$ cat src/hw/rtl/efc_pkg.sv
// Package for the fly camera core: fixed-point constants, types and the shared
// state-machine codes. No dependencies.
package efc_pkg;

  localparam int ANGLE_FRAC_BITS = 7;
  localparam int VEC_FRAC_BITS   = 14;
  localparam int POS_FRAC_BITS   = 16;

  localparam logic [15:0] YAW_RESET   = 16'(270 << ANGLE_FRAC_BITS);
  localparam logic [15:0] FULL_TURN   = 16'(360 << ANGLE_FRAC_BITS);
  localparam logic [15:0] QUARTER     = 16'(90 << ANGLE_FRAC_BITS);
  localparam logic [14:0] PITCH_LIM   = 15'(89 << ANGLE_FRAC_BITS);
  localparam logic [15:0] SPEED_RESET = 16'd640;
  localparam logic [31:0] DEG_Q32     = 32'd74961321;
  localparam logic [31:0] ONE_Q30     = 32'h4000_0000;
  localparam int          MOVE_SHIFT  = 24 + VEC_FRAC_BITS - POS_FRAC_BITS;
  localparam int          VEC_SHIFT   = 30 - VEC_FRAC_BITS;

  localparam logic        OP_TURN = 1'b0;
  localparam logic        OP_MOVE = 1'b1;

  typedef enum logic [3:0] {
    ST_IDLE, ST_ANGLE, ST_SC_YAW, ST_SC_PITCH, ST_BASIS,
    ST_MOVE, ST_DONE
  } state_t;

  typedef struct packed {
    logic        start;
    logic [31:0] a;
    logic [31:0] b;
  } mul_req_t;

  typedef struct packed {
    logic        done;
    logic [63:0] prod;
  } mul_rsp_t;

  // Taylor divisors: sine steps (2k)(2k+1), cosine steps (2k-1)(2k)
  function automatic logic [7:0] taylor_div(input logic cosine, input logic [2:0] k);
    logic [7:0] d;
    d = 8'd1;
    if (cosine) begin
      case (k)
        3'd1: d = 8'd2;   3'd2: d = 8'd12;  3'd3: d = 8'd30;  3'd4: d = 8'd56;
        3'd5: d = 8'd90;  3'd6: d = 8'd132; 3'd7: d = 8'd182;
        default: d = 8'd1;
      endcase
    end else begin
      case (k)
        3'd1: d = 8'd6;   3'd2: d = 8'd20;  3'd3: d = 8'd42;  3'd4: d = 8'd72;
        3'd5: d = 8'd110; 3'd6: d = 8'd156;
        default: d = 8'd1;
      endcase
    end
    return d;
  endfunction

endpackage

$ cat src/hw/rtl/efc_serial_mul.sv
// Bit-serial 32x32 unsigned multiplier: one multiplier bit per cycle.
// Depends on efc_pkg.
module efc_serial_mul (
  input  logic              clk,
  input  logic              rst,
  input  efc_pkg::mul_req_t req,
  output efc_pkg::mul_rsp_t rsp
);
  import efc_pkg::*;

  logic [31:0] mcand;
  logic [31:0] mplier;
  logic [63:0] acc;
  logic [5:0]  cnt;
  logic        busy;

  always_ff @(posedge clk) begin
    if (rst) begin
      busy <= 1'b0;
      cnt  <= '0;
    end else if (req.start) begin
      busy   <= 1'b1;
      cnt    <= 6'd32;
      mcand  <= req.a;
      mplier <= req.b;
      acc    <= '0;
    end else if (busy) begin
      // add the partial product on the top, shift the whole word right
      acc    <= {(mplier[0] ? {1'b0, acc[63:32]} + {1'b0, mcand}
                            : {1'b0, acc[63:32]}), acc[31:1]};
      mplier <= mplier >> 1;
      cnt    <= cnt - 6'd1;
      if (cnt == 6'd1) busy <= 1'b0;
    end
  end

  assign rsp.done = busy && (cnt == 6'd1) && !req.start;
  assign rsp.prod = {(mplier[0] ? {1'b0, acc[63:32]} + {1'b0, mcand}
                                : {1'b0, acc[63:32]}), acc[31:1]};
endmodule

$ cat src/hw/rtl/efc_serial_div.sv
// Restoring divider, one quotient bit per cycle, 32-bit dividend by 8-bit divisor.
// Depends on efc_pkg.
module efc_serial_div (
  input  logic        clk,
  input  logic        rst,
  input  logic        start,
  input  logic [31:0] dividend,
  input  logic [7:0]  divisor,
  output logic        done,
  output logic [31:0] quotient
);
  import efc_pkg::*;

  logic [31:0] quo;
  logic [8:0]  rem;
  logic [7:0]  dvs;
  logic [5:0]  cnt;
  logic        busy;
  logic [8:0]  trial;
  logic [9:0]  diff;

  assign trial = {rem[7:0], quo[31]};
  assign diff  = {1'b0, trial} - {2'b00, dvs};

  always_ff @(posedge clk) begin
    if (rst) begin
      busy <= 1'b0;
      cnt  <= '0;
    end else if (start) begin
      busy <= 1'b1;
      cnt  <= 6'd32;
      quo  <= dividend;
      rem  <= '0;
      dvs  <= divisor;
    end else if (busy) begin
      if (!diff[9]) begin
        rem <= diff[8:0];
        quo <= {quo[30:0], 1'b1};
      end else begin
        rem <= trial;
        quo <= {quo[30:0], 1'b0};
      end
      cnt <= cnt - 6'd1;
      if (cnt == 6'd1) busy <= 1'b0;
    end
  end

  assign done     = busy && (cnt == 6'd1) && !start;
  assign quotient = {quo[30:0], !diff[9]};
endmodule

$ cat src/hw/rtl/euler_fly_camera_update_core.sv
// Fly camera update core: angle state, sine/cosine series and move stepping
// around a shared bit-serial multiplier and divider. Depends on efc_pkg,
// efc_serial_mul and efc_serial_div.
//
// Usage: in_valid/in_stall take one transfer of operation, deltas, move_dir and
// frame_time. A turn adds the deltas (yaw wrapped to a full circle, pitch held
// within plus or minus 89 degrees) and rebuilds front, right and up from sine
// and cosine. A move steps the position along a signed basis vector by
// move_speed * frame_time with saturation. Every transfer returns one result
// on out_valid/out_stall: position and the three basis vectors.
// Each multiply is issued to the shared bit-serial multiplier; a Taylor
// division follows its multiply directly in the serial divider. A turn runs
// x, x^2, six sine and seven cosine terms for yaw and again for pitch, then
// four basis products before out_valid. A move runs the speed product and
// three component products, a move with no direction only the speed product.
// One item at a time: the next input transfer can come in the cycle after
// the result transfer.
// Reset (rst, synchronous) sets yaw to 270 degrees, pitch and position to zero,
// front (0,0,-1), right (1,0,0), up (0,1,0) and move_speed to 2.5.
// If the receiver stalls, the result is held and no new item is accepted
// until it has been taken. cfg_we writes move_speed; write only while idle.
module euler_fly_camera_update_core (
  input  logic               clk,
  input  logic               rst,
  input  logic               cfg_we,
  input  logic [15:0]        cfg_wdata,
  input  logic               in_valid,
  output logic               in_stall,
  input  logic               operation,
  input  logic signed [15:0] yaw_delta,
  input  logic signed [15:0] pitch_delta,
  input  logic [2:0]         move_dir,
  input  logic [15:0]        frame_time,
  output logic               out_valid,
  input  logic               out_stall,
  output logic signed [31:0] pos_x,
  output logic signed [31:0] pos_y,
  output logic signed [31:0] pos_z,
  output logic signed [15:0] front_x,
  output logic signed [15:0] front_y,
  output logic signed [15:0] front_z,
  output logic signed [15:0] right_x,
  output logic signed [15:0] right_y,
  output logic signed [15:0] right_z,
  output logic signed [15:0] up_x,
  output logic signed [15:0] up_y,
  output logic signed [15:0] up_z
);
  import efc_pkg::*;

  // architectural state
  logic [15:0]        move_speed;
  logic [15:0]        yaw_angle;
  logic signed [14:0] pitch_angle;
  logic signed [31:0] pos [3];
  logic signed [15:0] bv  [9];

  state_t state, state_next;

  // item registers
  logic [2:0]  dir;
  logic [15:0] ftime;
  logic        op;

  // series working registers (Q30 magnitudes)
  logic [31:0] xr, x2, term;
  logic signed [33:0] sum;
  logic [3:0]  step;      // micro step inside the series
  logic [2:0]  k;
  logic        cos_pass;  // computing the cosine series
  logic        pitch_pass;
  logic signed [33:0] sy, cy, sp, cp, s_res;
  logic        pneg;
  logic [3:0]  bidx;
  logic [1:0]  comp;
  logic [31:0] dmove;

  // shared units
  mul_req_t mreq;
  mul_rsp_t mrsp;
  logic     dstart, ddone;
  logic [31:0] dquo;
  logic [31:0] ddend;
  logic [7:0]  ddsr;

  efc_serial_mul u_mul (.clk(clk), .rst(rst), .req(mreq), .rsp(mrsp));
  efc_serial_div u_div (.clk(clk), .rst(rst), .start(dstart), .dividend(ddend),
                        .divisor(ddsr), .done(ddone), .quotient(dquo));

  // series step codes
  localparam logic [3:0] SS_X   = 4'd0;
  localparam logic [3:0] SS_XW  = 4'd1;
  localparam logic [3:0] SS_X2  = 4'd2;
  localparam logic [3:0] SS_X2W = 4'd3;
  localparam logic [3:0] SS_TM  = 4'd4;
  localparam logic [3:0] SS_TMW = 4'd5;
  localparam logic [3:0] SS_DVW = 4'd6;

  // rounding helpers
  function automatic logic [31:0] rnd30(input logic [63:0] p);
    logic [63:0] t;
    t = p + 64'(1 << 29);
    return t[61:30];
  endfunction

  function automatic logic signed [15:0] to_vec(input logic signed [33:0] v);
    logic [33:0] m;
    logic [33:0] r;
    m = v[33] ? -v : v;
    r = (m + 34'(1 << (VEC_SHIFT - 1))) >> VEC_SHIFT;
    return v[33] ? -r[15:0] : r[15:0];
  endfunction

  function automatic logic signed [33:0] clamp_unit(input logic signed [33:0] v);
    if (v < 0) return '0;
    if (v > $signed({2'b00, ONE_Q30})) return $signed({2'b00, ONE_Q30});
    return v;
  endfunction

  // yaw / pitch updates
  logic signed [17:0] ysum;
  logic signed [17:0] ywrap;
  logic signed [16:0] psum;
  logic signed [14:0] pclamp;
  assign ysum = $signed({2'b00, yaw_angle}) + 18'(yaw_delta);
  always_comb begin
    ywrap = ysum;
    if (ysum < 0) ywrap = ysum + $signed({2'b00, FULL_TURN});
    else if (ysum >= $signed({2'b00, FULL_TURN}))
      ywrap = ysum - $signed({2'b00, FULL_TURN});
    if (ywrap >= $signed({2'b00, FULL_TURN}))
      ywrap = ywrap - $signed({2'b00, FULL_TURN});
  end
  assign psum = 17'(pitch_angle) + 17'(pitch_delta);
  always_comb begin
    pclamp = psum[14:0];
    if (psum > $signed({2'b00, PITCH_LIM})) pclamp = PITCH_LIM;
    else if (psum < -$signed({2'b00, PITCH_LIM})) pclamp = -PITCH_LIM;
  end

  // quadrant split of yaw (at most three compares)
  logic [15:0] yaw_r;
  logic [1:0]  yaw_q;
  always_comb begin
    if (yaw_angle >= 16'(3 * QUARTER)) begin
      yaw_q = 2'd3; yaw_r = yaw_angle - 16'(3 * QUARTER);
    end else if (yaw_angle >= 16'(2 * QUARTER)) begin
      yaw_q = 2'd2; yaw_r = yaw_angle - 16'(2 * QUARTER);
    end else if (yaw_angle >= QUARTER) begin
      yaw_q = 2'd1; yaw_r = yaw_angle - QUARTER;
    end else begin
      yaw_q = 2'd0; yaw_r = yaw_angle;
    end
  end
  logic [14:0] pitch_mag;
  assign pitch_mag = pitch_angle[14] ? -pitch_angle : pitch_angle;

  // basis product operands for step bidx
  logic signed [33:0] opa, opb;
  always_comb begin
    case (bidx)
      4'd0:    begin opa = cy; opb = cp; end
      4'd1:    begin opa = sy; opb = cp; end
      4'd2:    begin opa = cy; opb = sp; end
      default: begin opa = sy; opb = sp; end
    endcase
  end

  // move operands
  logic signed [15:0] mv_comp;
  logic               mv_neg;
  logic [15:0]        mv_mag;
  always_comb begin
    case (dir[2:1])
      2'd0:    mv_comp = bv[2'(0) * 3 + comp];
      2'd1:    mv_comp = bv[3 + comp];
      default: mv_comp = bv[6 + comp];
    endcase
  end
  assign mv_neg = mv_comp[15] ^ (dir == 3'd1 || dir == 3'd2 || dir == 3'd5);
  assign mv_mag = mv_comp[15] ? -mv_comp : mv_comp;

  logic [63:0] mv_round;
  logic signed [33:0] mv_step;
  logic signed [34:0] mv_np;
  assign mv_round = (mrsp.prod + (64'(1) << (MOVE_SHIFT - 1))) >> MOVE_SHIFT;
  assign mv_step  = mv_neg ? -$signed({1'b0, mv_round[32:0]})
                           : $signed({1'b0, mv_round[32:0]});
  assign mv_np = 35'(pos[comp]) + 35'(mv_step);

  // last cosine term of a series has come back from the divider
  logic series_end;
  assign series_end = (step == SS_DVW) && ddone && cos_pass && (k == 3'd7);

  // next state
  always_comb begin
    state_next = state;
    case (state)
      ST_IDLE:     if (in_valid && !in_stall) state_next = ST_ANGLE;
      ST_ANGLE:    state_next = op ? ST_MOVE : ST_SC_YAW;
      ST_SC_YAW:   if (series_end) state_next = ST_SC_PITCH;
      ST_SC_PITCH: if (series_end) state_next = ST_BASIS;
      ST_BASIS:    if (step == SS_XW && mrsp.done && bidx == 4'd3) state_next = ST_DONE;
      ST_MOVE: begin
        if (mrsp.done && ((step == SS_XW && dir >= 3'd6) ||
                          (step == SS_X2W && comp == 2'd2)))
          state_next = ST_DONE;
      end
      ST_DONE:     if (!out_stall) state_next = ST_IDLE;
      default:     state_next = state;
    endcase
  end

  assign in_stall  = (state != ST_IDLE);
  assign out_valid = (state == ST_DONE);

  always_comb begin
    pos_x = pos[0]; pos_y = pos[1]; pos_z = pos[2];
    front_x = bv[0]; front_y = bv[1]; front_z = bv[2];
    right_x = bv[3]; right_y = bv[4]; right_z = bv[5];
    up_x = bv[6]; up_y = bv[7]; up_z = bv[8];
  end

  always_ff @(posedge clk) begin
    mreq.start <= 1'b0;
    dstart     <= 1'b0;
    if (rst) begin
      state       <= ST_IDLE;
      move_speed  <= SPEED_RESET;
      yaw_angle   <= YAW_RESET;
      pitch_angle <= '0;
      for (int i = 0; i < 3; i++) pos[i] <= '0;
      for (int i = 0; i < 9; i++) bv[i] <= '0;
      bv[2] <= -16'(1 << VEC_FRAC_BITS);
      bv[3] <= 16'(1 << VEC_FRAC_BITS);
      bv[7] <= 16'(1 << VEC_FRAC_BITS);
      step <= SS_X;
    end else begin
      state <= state_next;
      if (cfg_we) move_speed <= cfg_wdata;
      case (state)
        ST_IDLE: if (in_valid && !in_stall) begin
          op <= operation; dir <= move_dir; ftime <= frame_time;
          if (operation == OP_TURN) begin
            yaw_angle   <= ywrap[15:0];
            pitch_angle <= pclamp;
          end
        end
        ST_ANGLE: begin
          step <= SS_X; pitch_pass <= 1'b0; comp <= '0; bidx <= '0;
          if (op == OP_MOVE) begin
            mreq.start <= 1'b1;
            mreq.a <= 32'(move_speed);
            mreq.b <= 32'(ftime);
            step   <= SS_XW;
          end
        end
        ST_SC_YAW, ST_SC_PITCH: begin
          case (step)
            SS_X: begin
              mreq.start <= 1'b1;
              mreq.a <= pitch_pass ? 32'(pitch_mag) : 32'(yaw_r);
              mreq.b <= DEG_Q32;
              step   <= SS_XW;
            end
            SS_XW: if (mrsp.done) begin
              xr <= 32'((mrsp.prod + 64'(1 << (ANGLE_FRAC_BITS + 1)))
                        >> (ANGLE_FRAC_BITS + 2));
              step <= SS_X2;
            end
            SS_X2: begin
              mreq.start <= 1'b1; mreq.a <= xr; mreq.b <= xr; step <= SS_X2W;
            end
            SS_X2W: if (mrsp.done) begin
              x2 <= rnd30(mrsp.prod);
              cos_pass <= 1'b0; k <= 3'd1;
              term <= xr; sum <= 34'(xr);
              step <= SS_TM;
            end
            SS_TM: begin
              mreq.start <= 1'b1; mreq.a <= term; mreq.b <= x2; step <= SS_TMW;
            end
            SS_TMW: if (mrsp.done) begin
              dstart <= 1'b1;
              ddend  <= rnd30(mrsp.prod);
              ddsr   <= taylor_div(cos_pass, k);
              step   <= SS_DVW;
            end
            SS_DVW: if (ddone) begin
              term <= dquo;
              if (k[0]) sum <= sum - 34'(dquo);
              else      sum <= sum + 34'(dquo);
              if (k == (cos_pass ? 3'd7 : 3'd6)) begin
                if (!cos_pass) begin
                  s_res <= clamp_unit(k[0] ? sum - 34'(dquo) : sum + 34'(dquo));
                  cos_pass <= 1'b1; k <= 3'd1;
                  term <= ONE_Q30; sum <= 34'(ONE_Q30);
                  step <= SS_TM;
                end else begin
                  // cosine done: map to the angle being worked on
                  step <= SS_X;
                  if (!pitch_pass) begin
                    case (yaw_q)
                      2'd0: begin sy <= s_res; cy <= clamp_unit(sum - 34'(dquo)); end
                      2'd1: begin sy <= clamp_unit(sum - 34'(dquo)); cy <= -s_res; end
                      2'd2: begin sy <= -s_res; cy <= -clamp_unit(sum - 34'(dquo)); end
                      default: begin sy <= -clamp_unit(sum - 34'(dquo)); cy <= s_res; end
                    endcase
                    pitch_pass <= 1'b1;
                  end else begin
                    sp <= pitch_angle[14] ? -s_res : s_res;
                    cp <= clamp_unit(sum - 34'(dquo));
                    pneg <= 1'b0;
                  end
                end
              end else begin
                k <= k + 3'd1;
                step <= SS_TM;
              end
            end
            default: step <= SS_X;
          endcase
        end
        ST_BASIS: begin
          case (step)
            SS_X: begin
              mreq.start <= 1'b1;
              mreq.a <= 32'(opa[33] ? -opa : opa);
              mreq.b <= 32'(opb[33] ? -opb : opb);
              pneg   <= opa[33] ^ opb[33];
              step   <= SS_XW;
            end
            SS_XW: if (mrsp.done) begin
              step <= SS_X;
              case (bidx)
                4'd0: bv[0] <= to_vec(pneg ? -34'(rnd30(mrsp.prod)) : 34'(rnd30(mrsp.prod)));
                4'd1: bv[2] <= to_vec(pneg ? -34'(rnd30(mrsp.prod)) : 34'(rnd30(mrsp.prod)));
                4'd2: bv[6] <= to_vec(pneg ? 34'(rnd30(mrsp.prod)) : -34'(rnd30(mrsp.prod)));
                default: bv[8] <= to_vec(pneg ? 34'(rnd30(mrsp.prod)) : -34'(rnd30(mrsp.prod)));
              endcase
              if (bidx == 4'd3) begin
                bv[1] <= to_vec(sp);
                bv[3] <= to_vec(-sy);
                bv[4] <= '0;
                bv[5] <= to_vec(cy);
                bv[7] <= to_vec(cp);
              end
              bidx <= bidx + 4'd1;
            end
            default: step <= SS_X;
          endcase
        end
        ST_MOVE: begin
          case (step)
            SS_XW: if (mrsp.done) begin
              dmove <= mrsp.prod[31:0];
              if (dir < 3'd6) step <= SS_X;
            end
            SS_X: begin
              mreq.start <= 1'b1;
              mreq.a <= 32'(mv_mag);
              mreq.b <= dmove;
              step   <= SS_X2W;
            end
            SS_X2W: if (mrsp.done) begin
              if (mv_np > 35'sh7FFF_FFFF)       pos[comp] <= 32'sh7FFF_FFFF;
              else if (mv_np < -35'sh8000_0000) pos[comp] <= 32'sh8000_0000;
              else                              pos[comp] <= mv_np[31:0];
              if (comp != 2'd2) begin
                comp <= comp + 2'd1;
                step <= SS_X;
              end
            end
            default: step <= SS_X;
          endcase
        end
        default: ;
      endcase
    end
  end
endmodule

$ cat config.mk
export PLATFORM = sky130hd
export DESIGN_NAME = euler_fly_camera_update_core
export DESIGN_NICKNAME = d
export VERILOG_FILES = /design/src/hw/rtl/efc_pkg.sv /design/src/hw/rtl/efc_serial_mul.sv /design/src/hw/rtl/efc_serial_div.sv /design/src/hw/rtl/euler_fly_camera_update_core.sv
export SDC_FILE = /design/constraint.sdc
export NUM_CORES = 2
export LEC_CHECK = 0
export ABC_AREA = 1
export BUFFER_PORTS_ARGS = -buffer_cell sky130_fd_sc_hd__buf_2
export CELL_PAD_IN_SITES_DETAIL_PLACEMENT = 0
export CELL_PAD_IN_SITES_GLOBAL_PLACEMENT = 1
export CORE_UTILIZATION = 47
export CTS_CLUSTER_DIAMETER = 150
export DETAILED_ROUTE_END_ITERATION = 10
export PLACE_DENSITY = 0.83
export REMOVE_ABC_BUFFERS = 1
export SYNTH_ARGS = -nofsm -noshare
export SYNTH_HDL_FRONTEND = slang
export SYNTH_HIERARCHICAL = 1
export SYNTH_SLANG_ARGS = --single-unit
export TNS_END_PERCENT = 10
$ cat constraint.sdc
create_clock -name clk -period 12.13 [get_ports clk]
set_clock_uncertainty 0.05 [all_clocks]
set_input_delay 1.213 -clock clk [delete_from_list [all_inputs] [get_ports clk]]
set_output_delay 1.213 -clock clk [all_outputs]
set_load 0.02 [all_outputs]
==> run metrics <==
status=finished, violations left; violated checks=capacitance limit, slew limit; Num CTS Buffers=106; Routed Antenna Nets=0; Final min period=10.11 ns; port bufs=298; Hold Path Class=reg2reg; First-pass DRT Iterations=8; Die Height=391 um; vias post-DR=68735; worst hold slack=0.352 ns; Worst path slowest cell=edfxtp_1; effective utilization at floorplan=47.4%; I/O pin cnt=315; core box area=150000 um^2; GP Congestion=1.04; final hold vios=0; CP Class=reg2reg; DR iter-0 viols=8426; VDD IR max=0.179 mV; DR DRC count=0; Layout fillers=14888; Final Cycle Share=83.3%; post-synthesis cell count=9733; Lkg Pwr=34.9 nW; Mapped Area=71100 um^2; TritonCTS clock tree=built; Worst Setup End Kind=flop; Mean Syn Cell Area=7.31 um^2; Clock Tree Buf Depth=3; most frequent cells in the layout=2499 x nand2_1, 1228 x inv_1, 1176 x nor2_1; post-CTS setup repair buffer count=0; fraction of layout cells with a size suffix above 1=8.55%; Slew @ Worst Pin=1.52 ns; fin util=51.8%; placed standard-cell area=74100 um^2; Max Cap Violations=1; largest net degree at the start of global routing=80; area grow syn2layout=9.32%; initial antenna violation count=9; Gates resized, CTS repair=0; first-pass GRT wire length=414000 um; post-cts hold buffer count=0; width of the die=391 um; dpl hpwl=230000 um; number of global-route vias before repair=61549; vias per inst=5.75; clk slew on worst S/H paths=0.07 ns; clk sinks=966; GRT Resource Usage Total=36.7%; Max-slew headroom=-2.08%; P per Cell Area=185 nW/um^2; Die Area=153000 um^2; fin nets=10145; Max Freq=98.9 MHz; commonest non-fill, non-tap cell in the layout=nand2_1; # rows=142; total negative slack=0 ns; final number of setup-violating endpoints=0; highest fanout seen on the critical path=32; grt ovf=0; final wirelength=288000 um; crit start category=flop; Clock Root Buffer=clkbuf_16; Slew Limit Fails=5; CP max stage delay=0.95 ns; WL/cell=24.1 um; Final Cell Area=77700 um^2; Worst EP required=12.53 ns; RSZ-0062 raised after global routing=no; CTS H-Tree Depth=3; yosys warns=6; CP arrival=10.51 ns; Clock Latency Late Sink=0.76 ns
==> critical path: cells and delay by family (launching register included) <==
kind	cells	cell delay [ns]
AND/OR/NAND/NOR	14	3.17
adder cells (fa/ha/maj)	2	0.95
AO/OA/AOI/OAI	13	2.97
flip-flops	1	0.95
buffers and inverters	5	1.63
==> metrics by stage <==
step	setup WS (ns)	cells	power (mW)
finish	2.02	11948	14.4
global route	1.15	11943	15.1
CTS	2.24	11943	14.2
global placement	2.52	11746	10.8
floorplan	1.59	9339	8.56
detailed placement	2.27	11746	10.8
==> power breakdown <==
group	internal, mW	switching [mW]
sequential	4.10	0.245
clock	1.93	1.47
combinational	1.77	4.86
total	7.79	6.57
==> worst paths after layout <==
kind                            from                  endpoint  slack [ns]  depth (start not counted)
hold reg to reg   mreq[41]$_DFFE_PP_  u_mul/mcand[9]$_DFFE_PP_        0.35                          0
setup / recovery   comp[1]$_DFFE_PP_   pos[0][5]$_SDFFCE_PN0P_        2.02                         34
setup reg to reg   comp[1]$_DFFE_PP_   pos[0][5]$_SDFFCE_PN0P_        2.02                         34
hold / removal    mreq[41]$_DFFE_PP_  u_mul/mcand[9]$_DFFE_PP_        0.35                          0
==> layout make-up <==
class / count / area, um^2 / area share, %
multi-input cells: 7102 / 36300 / 46.7
well taps: 2016 / 2520 / 3.25
clock buffers: 126 / 2770 / 3.56
inverters: 1271 / 4770 / 6.14
clock inverters: 71 / 827 / 1.06
repair buffers: 391 / 2190 / 2.82
diodes: 5 / 12.5 / 0.0161
flip-flops and latches: 966 / 28300 / 36.4
==> per-layer routing <==
metal | vias to the layer above | wire length, um | global-route usage, %
li1 | 32350 | - | -
met1 | 32534 | 127000 | 53.9
met2 | 3396 | 119000 | 53.4
met3 | 447 | 28100 | 5.75
met4 | 8 | 13000 | 15.2
met5 | - | 65 | 0
==> sequential cells by signal (all words and copies together) (netlist names), 33 cells and up, named ones only <==
name and flops:
bv 128, u_mul/acc 63, sy 34, mreq 65, sp 33, sum 34, cy 33, s_res 34
pos 128
Note: power is estimated with default switching activity, not from simulation.
